**src/hw/rtl/psd_pkg.sv**
```systemverilog
// Shared types and constants of the pixel stream decimator.
package psd_pkg;

    localparam int CFG_W   = 13;
    localparam int IDX_W   = 8;
    localparam int WORD_W  = 32;
    localparam int NCH_MAX = 8;

    localparam logic [IDX_W-1:0] REG_IN_HEIGHT  = 8'd0;
    localparam logic [IDX_W-1:0] REG_IN_WIDTH   = 8'd1;
    localparam logic [IDX_W-1:0] REG_OUT_HEIGHT = 8'd2;
    localparam logic [IDX_W-1:0] REG_OUT_WIDTH  = 8'd3;

    typedef struct packed {
        logic [CFG_W-1:0] in_h;
        logic [CFG_W-1:0] in_w;
        logic [CFG_W-1:0] out_h;
        logic [CFG_W-1:0] out_w;
    } t_sizes;

    typedef struct packed {
        logic [WORD_W-1:0] chan_in_0;
        logic [WORD_W-1:0] chan_in_1;
        logic [WORD_W-1:0] chan_in_2;
        logic [WORD_W-1:0] chan_in_3;
        logic [WORD_W-1:0] chan_in_4;
        logic [WORD_W-1:0] chan_in_5;
        logic [WORD_W-1:0] chan_in_6;
        logic [WORD_W-1:0] chan_in_7;
    } t_pix_in;

    typedef struct packed {
        logic [WORD_W-1:0] chan_out_0;
        logic [WORD_W-1:0] chan_out_1;
        logic [WORD_W-1:0] chan_out_2;
        logic [WORD_W-1:0] chan_out_3;
        logic [WORD_W-1:0] chan_out_4;
        logic [WORD_W-1:0] chan_out_5;
        logic [WORD_W-1:0] chan_out_6;
        logic [WORD_W-1:0] chan_out_7;
    } t_pix_out;

endpackage

```
**src/hw/rtl/psd_cfg.sv**
```systemverilog
// Size registers, clamping to the legal range, and restart pulse.
module psd_cfg #(
    parameter int MAX_SIDE = 4096
) (
    input  logic                       i_clk,
    input  logic                       i_rst_n,
    input  logic                       i_wr,
    input  logic [psd_pkg::IDX_W-1:0]  i_idx,
    input  logic [psd_pkg::CFG_W-1:0]  i_data,
    output psd_pkg::t_sizes            o_sizes,
    output logic                       o_restart
);
    localparam int CW = psd_pkg::CFG_W;
    localparam int CMAX = (1 << CW) - 1;
    localparam logic [CW-1:0] CLAMP = (MAX_SIDE > CMAX) ? CW'(CMAX) : CW'(MAX_SIDE);

    logic [CW-1:0] r_in_h, r_in_w, r_out_h, r_out_w;
    logic          r_restart;

    function automatic logic [CW-1:0] eff(input logic [CW-1:0] v);
        logic [CW-1:0] res;
        if (v == '0) begin
            res = CW'(1);
        end else if (int'(v) > MAX_SIDE) begin
            res = CLAMP;
        end else begin
            res = v;
        end
        return res;
    endfunction

    always_ff @(posedge i_clk) begin
        if (!i_rst_n) begin
            r_in_h    <= CW'(1);
            r_in_w    <= CW'(1);
            r_out_h   <= CW'(1);
            r_out_w   <= CW'(1);
            r_restart <= 1'b0;
        end else begin
            r_restart <= 1'b0;
            if (i_wr) begin
                unique case (i_idx)
                    psd_pkg::REG_IN_HEIGHT: begin
                        r_in_h    <= i_data;
                        r_restart <= 1'b1;
                    end
                    psd_pkg::REG_IN_WIDTH: begin
                        r_in_w    <= i_data;
                        r_restart <= 1'b1;
                    end
                    psd_pkg::REG_OUT_HEIGHT: begin
                        r_out_h   <= i_data;
                        r_restart <= 1'b1;
                    end
                    psd_pkg::REG_OUT_WIDTH: begin
                        r_out_w   <= i_data;
                        r_restart <= 1'b1;
                    end
                    default: begin
                    end
                endcase
            end
        end
    end

    assign o_sizes.in_h  = eff(r_in_h);
    assign o_sizes.in_w  = eff(r_in_w);
    assign o_sizes.out_h = eff(r_out_h);
    assign o_sizes.out_w = eff(r_out_w);
    assign o_restart     = r_restart;

endmodule

```
**src/hw/rtl/psd_div.sv**
```systemverilog
// Iterative restoring divider that forms a stride: 1 + num / den, one bit per cycle.
module psd_div (
    input  logic                      i_clk,
    input  logic                      i_rst_n,
    input  logic                      i_start,
    input  logic [psd_pkg::CFG_W-1:0] i_num,
    input  logic [psd_pkg::CFG_W-1:0] i_den,
    output logic                      o_busy,
    output logic [psd_pkg::CFG_W-1:0] o_step
);
    localparam int W     = psd_pkg::CFG_W;
    localparam int CNT_W = $clog2(W + 1);

    logic             r_busy;
    logic [CNT_W-1:0] r_cnt;
    logic [W-1:0]     r_num, r_rem, r_den, r_step;

    logic [W:0]   w_sh, w_diff;
    logic         w_ge;
    logic [W-1:0] n_rem, n_num;

    always_comb begin
        w_sh   = {r_rem, r_num[W-1]};
        w_diff = w_sh - {1'b0, r_den};
        w_ge   = w_sh >= {1'b0, r_den};
        n_rem  = w_ge ? w_diff[W-1:0] : w_sh[W-1:0];
        n_num  = {r_num[W-2:0], w_ge};
    end

    always_ff @(posedge i_clk) begin
        if (!i_rst_n) begin
            r_busy <= 1'b0;
            r_step <= W'(1);
        end else if (i_start) begin
            r_busy <= 1'b1;
        end else if (r_busy && r_cnt == CNT_W'(1)) begin
            r_busy <= 1'b0;
            r_step <= n_num + W'(1);
        end
    end

    always_ff @(posedge i_clk) begin
        if (i_start) begin
            r_cnt <= CNT_W'(W);
            r_num <= i_num;
            r_rem <= '0;
            r_den <= i_den;
        end else if (r_busy) begin
            r_cnt <= r_cnt - CNT_W'(1);
            r_num <= n_num;
            r_rem <= n_rem;
        end
    end

    assign o_busy = r_busy;
    assign o_step = r_step;

endmodule

```
**src/hw/rtl/psd_keep.sv**
```systemverilog
// Row and column position, phase and count tracking; keep-or-drop decision per pixel.
module psd_keep (
    input  logic                      i_clk,
    input  logic                      i_rst_n,
    input  logic                      i_clear,
    input  logic                      i_fire,
    input  psd_pkg::t_sizes           i_sizes,
    input  logic [psd_pkg::CFG_W-1:0] i_row_step,
    input  logic [psd_pkg::CFG_W-1:0] i_col_step,
    output logic                      o_emit
);
    localparam int W = psd_pkg::CFG_W;

    logic [W-1:0] r_row_pos, r_col_pos, r_row_ph, r_col_ph, r_rows_cnt, r_cols_cnt;
    logic [W-1:0] n_row_pos, n_col_pos, n_row_ph, n_col_ph, n_rows_cnt, n_cols_cnt;

    logic [W-1:0] w_half_h, w_half_w, w_short_h, w_short_w;
    logic [W-1:0] w_row_ph_inc, w_col_ph_inc;
    logic         w_row_exact, w_col_exact, w_row_last, w_col_last, w_row_on, w_col_on;
    logic         w_keep_row, w_keep_col;

    always_comb begin
        w_half_h    = W'(1) + ((i_sizes.in_h - W'(1)) >> 1);
        w_half_w    = W'(1) + ((i_sizes.in_w - W'(1)) >> 1);
        w_row_exact = w_half_h >= i_sizes.out_h;
        w_col_exact = w_half_w >= i_sizes.out_w;
        w_short_h   = i_sizes.out_h - w_half_h;
        w_short_w   = i_sizes.out_w - w_half_w;
        w_row_last  = ({1'b0, r_row_pos} + (W+1)'(1)) >= {1'b0, i_sizes.in_h};
        w_col_last  = ({1'b0, r_col_pos} + (W+1)'(1)) >= {1'b0, i_sizes.in_w};
        w_row_on    = r_row_ph == '0;
        w_col_on    = r_col_ph == '0;

        if (w_row_exact) begin
            w_keep_row = w_row_on || (w_row_last && r_rows_cnt < i_sizes.out_h);
        end else begin
            w_keep_row = w_row_on || r_rows_cnt < w_short_h;
        end
        if (w_col_exact) begin
            w_keep_col = w_col_on || (w_col_last && r_cols_cnt < i_sizes.out_w);
        end else begin
            w_keep_col = w_col_on || r_cols_cnt < w_short_w;
        end

        // wrap phases at the stride
        w_row_ph_inc = (({1'b0, r_row_ph} + (W+1)'(1)) >= {1'b0, i_row_step}) ?
                       '0 : r_row_ph + W'(1);
        w_col_ph_inc = (({1'b0, r_col_ph} + (W+1)'(1)) >= {1'b0, i_col_step}) ?
                       '0 : r_col_ph + W'(1);

        // saturate counts at their maximum
        n_cols_cnt = r_cols_cnt;
        n_rows_cnt = r_rows_cnt;
        if (w_keep_row) begin
            if (w_keep_col && (w_col_exact || !w_col_on) && r_cols_cnt != '1) begin
                n_cols_cnt = r_cols_cnt + W'(1);
            end
            if (w_col_last && (w_row_exact || !w_row_on) && r_rows_cnt != '1) begin
                n_rows_cnt = r_rows_cnt + W'(1);
            end
        end

        n_row_pos = r_row_pos;
        n_row_ph  = r_row_ph;
        if (w_col_last) begin
            n_col_pos  = '0;
            n_col_ph   = '0;
            n_cols_cnt = '0;
            if (w_row_last) begin
                n_row_pos  = '0;
                n_row_ph   = '0;
                n_rows_cnt = '0;
            end else begin
                n_row_pos = r_row_pos + W'(1);
                n_row_ph  = w_row_ph_inc;
            end
        end else begin
            n_col_pos = r_col_pos + W'(1);
            n_col_ph  = w_col_ph_inc;
        end
    end

    always_ff @(posedge i_clk) begin
        if (!i_rst_n || i_clear) begin
            r_row_pos  <= '0;
            r_col_pos  <= '0;
            r_row_ph   <= '0;
            r_col_ph   <= '0;
            r_rows_cnt <= '0;
            r_cols_cnt <= '0;
        end else if (i_fire) begin
            r_row_pos  <= n_row_pos;
            r_col_pos  <= n_col_pos;
            r_row_ph   <= n_row_ph;
            r_col_ph   <= n_col_ph;
            r_rows_cnt <= n_rows_cnt;
            r_cols_cnt <= n_cols_cnt;
        end
    end

    assign o_emit = w_keep_row && w_keep_col;

endmodule

```
**src/hw/rtl/psd_obuf.sv**
```systemverilog
// Output register with a skid stage so the input side registers its stall.
module psd_obuf (
    input  logic              i_clk,
    input  logic              i_rst_n,
    input  logic              i_push,
    input  psd_pkg::t_pix_out i_data,
    input  logic              i_stall,
    output logic              o_valid,
    output psd_pkg::t_pix_out o_data,
    output logic              o_full
);
    logic              r_out_v, r_skid_v;
    psd_pkg::t_pix_out r_out, r_skid;
    logic              w_take;

    assign w_take = r_out_v && !i_stall;

    always_ff @(posedge i_clk) begin
        if (!i_rst_n) begin
            r_out_v  <= 1'b0;
            r_skid_v <= 1'b0;
        end else if (r_skid_v) begin
            // no push while the skid holds an item
            if (w_take) begin
                r_skid_v <= 1'b0;
            end
        end else if (!r_out_v || w_take) begin
            r_out_v <= i_push;
        end else if (i_push) begin
            r_skid_v <= 1'b1;
        end
    end

    always_ff @(posedge i_clk) begin
        if (r_skid_v) begin
            if (w_take) begin
                r_out <= r_skid;
            end
        end else if (!r_out_v || w_take) begin
            r_out <= i_data;
        end else if (i_push) begin
            r_skid <= i_data;
        end
    end

    assign o_valid = r_out_v;
    assign o_data  = r_out;
    assign o_full  = r_skid_v;

endmodule

```
**src/hw/rtl/pixel_stream_decimator_top.sv**
```systemverilog
// A kept pixel is registered in the output stage, or first in the skid stage if the output is stalled.
// Throughput: one pixel per cycle while o_stall is low; the keep decision is counters and compares only.
// A size write stalls the input while the restart pulse issues and then while the
// stride dividers iterate (one quotient bit per cycle, both axes at once).
// Reset (synchronous, active low) sets all sizes and strides to one and clears
// positions, phases, counts and the output stages.
module pixel_stream_decimator_top #(
    parameter int CHANNELS = 8,
    parameter int MAX_SIDE = 4096
) (
    input  logic                      i_clk,
    input  logic                      i_rst_n,
    input  logic                      i_valid,
    output logic                      o_stall,
    input  psd_pkg::t_pix_in          i_pix,
    output logic                      o_valid,
    input  logic                      i_stall,
    output psd_pkg::t_pix_out         o_pix,
    input  logic                      i_cfg_valid,
    output logic                      o_cfg_ready,
    input  logic [psd_pkg::IDX_W-1:0] i_cfg_idx,
    input  logic [psd_pkg::CFG_W-1:0] i_cfg_data
);
    localparam int W  = psd_pkg::CFG_W;
    localparam int WW = psd_pkg::WORD_W;
    localparam int NC = psd_pkg::NCH_MAX;

    psd_pkg::t_sizes   w_sizes;
    psd_pkg::t_pix_out w_pix_out;
    logic              w_restart, w_row_busy, w_col_busy, w_full, w_fire, w_emit;
    logic [W-1:0]      w_row_step, w_col_step;
    logic [WW-1:0]     w_in [NC];
    logic [WW-1:0]     w_out [NC];

    assign o_cfg_ready = 1'b1;

    psd_cfg #(.MAX_SIDE(MAX_SIDE)) u_cfg (
        .i_clk     (i_clk),
        .i_rst_n   (i_rst_n),
        .i_wr      (i_cfg_valid),
        .i_idx     (i_cfg_idx),
        .i_data    (i_cfg_data),
        .o_sizes   (w_sizes),
        .o_restart (w_restart)
    );

    psd_div u_row_div (
        .i_clk   (i_clk),
        .i_rst_n (i_rst_n),
        .i_start (w_restart),
        .i_num   (w_sizes.in_h - W'(1)),
        .i_den   (w_sizes.out_h),
        .o_busy  (w_row_busy),
        .o_step  (w_row_step)
    );

    psd_div u_col_div (
        .i_clk   (i_clk),
        .i_rst_n (i_rst_n),
        .i_start (w_restart),
        .i_num   (w_sizes.in_w - W'(1)),
        .i_den   (w_sizes.out_w),
        .o_busy  (w_col_busy),
        .o_step  (w_col_step)
    );

    assign o_stall = w_restart || w_row_busy || w_col_busy || w_full;
    assign w_fire  = i_valid && !o_stall;

    psd_keep u_keep (
        .i_clk      (i_clk),
        .i_rst_n    (i_rst_n),
        .i_clear    (w_restart),
        .i_fire     (w_fire),
        .i_sizes    (w_sizes),
        .i_row_step (w_row_step),
        .i_col_step (w_col_step),
        .o_emit     (w_emit)
    );

    assign w_in[0] = i_pix.chan_in_0;
    assign w_in[1] = i_pix.chan_in_1;
    assign w_in[2] = i_pix.chan_in_2;
    assign w_in[3] = i_pix.chan_in_3;
    assign w_in[4] = i_pix.chan_in_4;
    assign w_in[5] = i_pix.chan_in_5;
    assign w_in[6] = i_pix.chan_in_6;
    assign w_in[7] = i_pix.chan_in_7;

    // zero the channels beyond the configured count
    for (genvar j = 0; j < NC; j++) begin : g_chan
        if (j < CHANNELS) begin : g_used
            assign w_out[j] = w_in[j];
        end else begin : g_unused
            assign w_out[j] = '0;
        end
    end

    assign w_pix_out.chan_out_0 = w_out[0];
    assign w_pix_out.chan_out_1 = w_out[1];
    assign w_pix_out.chan_out_2 = w_out[2];
    assign w_pix_out.chan_out_3 = w_out[3];
    assign w_pix_out.chan_out_4 = w_out[4];
    assign w_pix_out.chan_out_5 = w_out[5];
    assign w_pix_out.chan_out_6 = w_out[6];
    assign w_pix_out.chan_out_7 = w_out[7];

    psd_obuf u_obuf (
        .i_clk   (i_clk),
        .i_rst_n (i_rst_n),
        .i_push  (w_fire && w_emit),
        .i_data  (w_pix_out),
        .i_stall (i_stall),
        .o_valid (o_valid),
        .o_data  (o_pix),
        .o_full  (w_full)
    );

endmodule
```
**config.mk**
```make
export PLATFORM = sky130hd
export DESIGN_NAME = pixel_stream_decimator_top
export DESIGN_NICKNAME = d
export VERILOG_FILES = /design/src/hw/rtl/psd_pkg.sv /design/src/hw/rtl/psd_cfg.sv /design/src/hw/rtl/psd_div.sv /design/src/hw/rtl/psd_keep.sv /design/src/hw/rtl/psd_obuf.sv /design/src/hw/rtl/pixel_stream_decimator_top.sv
export SDC_FILE = /design/constraint.sdc
export NUM_CORES = 1
export LEC_CHECK = 0
export BUFFER_PORTS_ARGS = -buffer_cell sky130_fd_sc_hd__buf_2
export CAP_MARGIN = 5
export CORE_MARGIN = 5
export CORE_UTILIZATION = 35
export DETAILED_ROUTE_END_ITERATION = 8
export GPL_TIMING_DRIVEN = 0
export HOLD_SLACK_MARGIN = 0.05
export PLACE_DENSITY = 0.67
export SLEW_MARGIN = 10
export SYNTH_ARGS = -nofsm -noshare
export SYNTH_HDL_FRONTEND = slang
export SYNTH_SLANG_ARGS = --single-unit
```
**constraint.sdc**
```tcl
create_clock -name i_clk -period 18.85 [get_ports i_clk]
set_clock_uncertainty 0.15 [all_clocks]
set_input_delay 0.9425 -clock i_clk [delete_from_list [all_inputs] [get_ports i_clk]]
set_output_delay 0.9425 -clock i_clk [all_outputs]
set_load 0.01 [all_outputs]
```
==> impl_metrics.yaml <==
floorplan:
  die_x_um: 326.7
  ioPinCount: 541
  row_count: 116
  dieArea_um2: 106700
  die_y_um: 326.7
  initial_utilization_pct: 35.15
  coreArea_um2: 99860
logic_synthesis:
  async_flop_share_pct: 0
  avgSynthCellArea_um2: 12.46
  yosysUniqueCellTypes: 77
  yosysWarnings: 0
  ys_seq_area_share_pct: 59.37
  synth_cells: 2818
  netlist_area_um2: 35100
  synth-simple-area-share_pct: 10.50
  synth_flop_cell: "edfxtp_1"
  synth-xor-area-share_pct: 3.443
  synth.largest_area_cell: "edfxtp_1"
  synth_edf_count: 564
  synth_area_leaders: "edfxtp_1 (48%), dfxtp_1 (11%), mux2_2 (8.5%)"
  synth_top_family_by_area: "simple AND/OR/NAND/NOR gates"
  synth_top_area_share_pct: 48.25
  synth_compound_area_share_pct: 7.831
  synth_fa_ha_area_share_pct: 6.288
  ys_ff_latch: 759
  muxShareOfSynthArea_pct: 9.952
route:
  initialDrtViolationCount: 1563
  drtAntennaViolNets: 0
  wl_mm: 103.7
  vias_per_cell: 5.093
  drcViolationCount: 0
  firstDrtPassIters: 5
  wl_per_cell_um: 21.39
  num_vias: 24700
clocking:
  clk_path_buf_depth: 3
  numCtsBuffers: 83
  cts-root-buf: "clkbuf_16"
  clock-sinks: 759
  cts_hold_buf: 0
  postCtsSetupRepairBufs: 0
  clk_latency_ps: 660
  cts_tree: "done"
  clkTransAtPathRegs_ps: 60
  cts_resized: 0
  cts_htree_levels: 3
sta:
  setup_tns_ps: 0
  post-route-period-util_pct: 47.44
  fin_crit_ps: 8942
  relSlewSlack_pct: 14.12
  worstMarginPinSlew_ps: 1256
  whs_ps: 322.6
  rsz0062_at_grt: "false"
  max_freq_mhz: 111.8
  setup_viol: 0
  drv_slew: 0
  finalHoldViolCount: 0
global_routing:
  grt.total_usage_pct: 18.53
  grt_max_degree: 52
  antenna_found_initial: 41
  grt_first_pass_wirelength_mm: 150.0
  first_global_vias: 23480
  grt.overflow.total: 0
pwr:
  power.density_nw_per_um2: 89.80
  p_leak_uw: 0.01675
  ir_worst_vdd_uv: 67.79
finish:
  layout.nets: 3918
  register_area_um2: 20840
  multi_input_area_um2: 13390
  finalNonFillerCells: 4849
  drive_gt1_share_pct: 27.77
  fin_area_um2: 42610
  syn2layout_area_growth_pct: 21.39
  fillers: 9353
critical_path:
  crit_path_start_kind: "flop"
  end_kind: "flop"
  worst_path_largest_cell_delay_ps: 510
  cp_max_fo: 29
  path_class: "flop to flop"
  critical_path.slowest_cell: "or4_1"
  critPathRequiredTime_ps: 19040
  arrival_ps: 9130
placed_design:
  dpl.cell_count: 4675
  gp_congestion: 0.8654
  io_buffers: 539
  dpl-instance-area_um2: 39890
  hpwlAfterDp_mm: 79.26
min_path:
  hp-class: "input pin to flop"
run_status:
  status: "complete, no violations"
run:
  maxCapViolations: 0
==> worst paths after layout <==
path,from,to,slack (ps),depth (start not counted)
worst max-delay path,u_cfg.r_in_h[3]$_SDFFE_PN0P_,u_obuf.r_skid[142]$_DFFE_PP_,9910,35
worst min-delay path,i_pix[99],u_obuf.r_skid[99]$_DFFE_PP_,320,1
worst max register to register,u_cfg.r_in_h[3]$_SDFFE_PN0P_,u_obuf.r_skid[142]$_DFFE_PP_,9910,35
worst min register to register,u_keep.r_col_ph[9]$_SDFFE_PP0P_,u_keep.r_col_ph[9]$_SDFFE_PP0P_,340,2
==> per-layer routing <==
metal	wire length, um	GRT usage [%]
met1	42070	22.97
met4	5880	9.874
met2	47670	29.78
met3	7939	4.824
met5	172	0
==> layout by cell type, fill, tap and decap left out, drive strengths merged, types with 13 or more instances in the layout <==
cell / netlist / routed
diode: 0 / 22
and3: 29 / 29
nor2: 209 / 209
clkinv: 1 / 31
nand4: 28 / 28
nor2b: 22 / 22
buf: 13 / 570
nand3b: 13 / 13
nand2b: 34 / 34
o21ai: 107 / 107
a21oi: 155 / 155
mux2i: 52 / 52
a311oi: 14 / 14
nor4: 20 / 20
or3: 20 / 20
inv: 130 / 136
a31oi: 14 / 14
nand3: 70 / 70
edfxtp: 564 / 564
clkbuf: 94 / 203
a21o: 26 / 26
ha: 170 / 170
xor2: 64 / 64
a211oi: 28 / 28
xnor2: 74 / 74
dfxtp: 195 / 195
nor3b: 17 / 17
nand2: 200 / 200
mux2: 264 / 264
nor3: 47 / 47
==> synth_stat cells, drive strengths merged (14+ instances only) <==
cell,instances
nor3b,17
a31oi,14
and3,29
xor2,64
nor4,20
nor2b,22
mux2,264
xnor2,74
dfxtp,195
a311oi,14
nand3,70
o21ai,107
mux2i,52
nand4,28
nand2b,34
clkbuf,94
inv,130
edfxtp,564
ha,170
nand2,200
a21o,26
nor2,209
or3,20
a211oi,28
a21oi,155
nor3,47
==> final cells by class <==
cell class                 count  share of cell area [%]
sequential                   759                   48.91
clock inverter                43                   1.034
inverter                     131                   1.154
clock buffer                 109                   5.224
timing repair buffer         557                   7.323
multi-input combinational   1823                   31.42
tap                         1298                   3.811
antenna                       22                  0.1292
buffer                       107                  0.9954
==> stage by stage <==
stage / total power, uW / utilization, % / setup WS (ps)
after floorplan: 2102 / - / 1201
after global placement: 2262 / 39.49 / -7040
after detailed placement: 2253 / 39.94 / 9957
after CTS: 3881 / 42.61 / 9928
after global routing: 3973 / 42.63 / 9256
final: 3826 / 42.67 / 9908
==> registers in the layout (all words and copies together) (netlist names), 13 cells and up <==
signal and count:
u_keep.r_row_pos 13, u_keep.r_rows_cnt 13, u_col_div.r_num 13, u_obuf.r_skid 256, u_obuf.o_data 256, u_row_div.o_step 13
u_cfg.r_in_h 13, u_col_div.r_den 13, u_cfg.r_out_w 13, u_keep.r_row_ph 13, u_cfg.r_in_w 13, u_keep.r_cols_cnt 13
u_cfg.r_out_h 13, u_row_div.r_num 13, u_col_div.r_rem 13, u_row_div.r_rem 13, u_keep.r_col_pos 13, u_col_div.o_step 13
u_row_div.r_den 13, u_keep.r_col_ph 13
==> logic make-up after synthesis <==
kind of cell,after synthesis
simple gates,754
mux,316
buf+inv,238
compound gates,438
flops,759
fa+ha+maj,174
xor+xnor,138
other cells,1
==> power by group <==
| group | switching [uW] | internal (uW) | total (uW) |
|---|---|---|---|
| clock network | 699 | 911 | 1610 |
| logic | 179 | 125 | 304 |
| registers | 31.2 | 1880 | 1910 |
==> worst max-delay path, delay by kind of cell, from the launching register on <==
family	cells	cell delay, ps
xor+xnor	1	130
fa+ha+maj	3	890
compound gates	5	1550
simple gates	16	3780
flops	1	290
buf+inv	10	1810
Power figures use the tool's default switching activity.
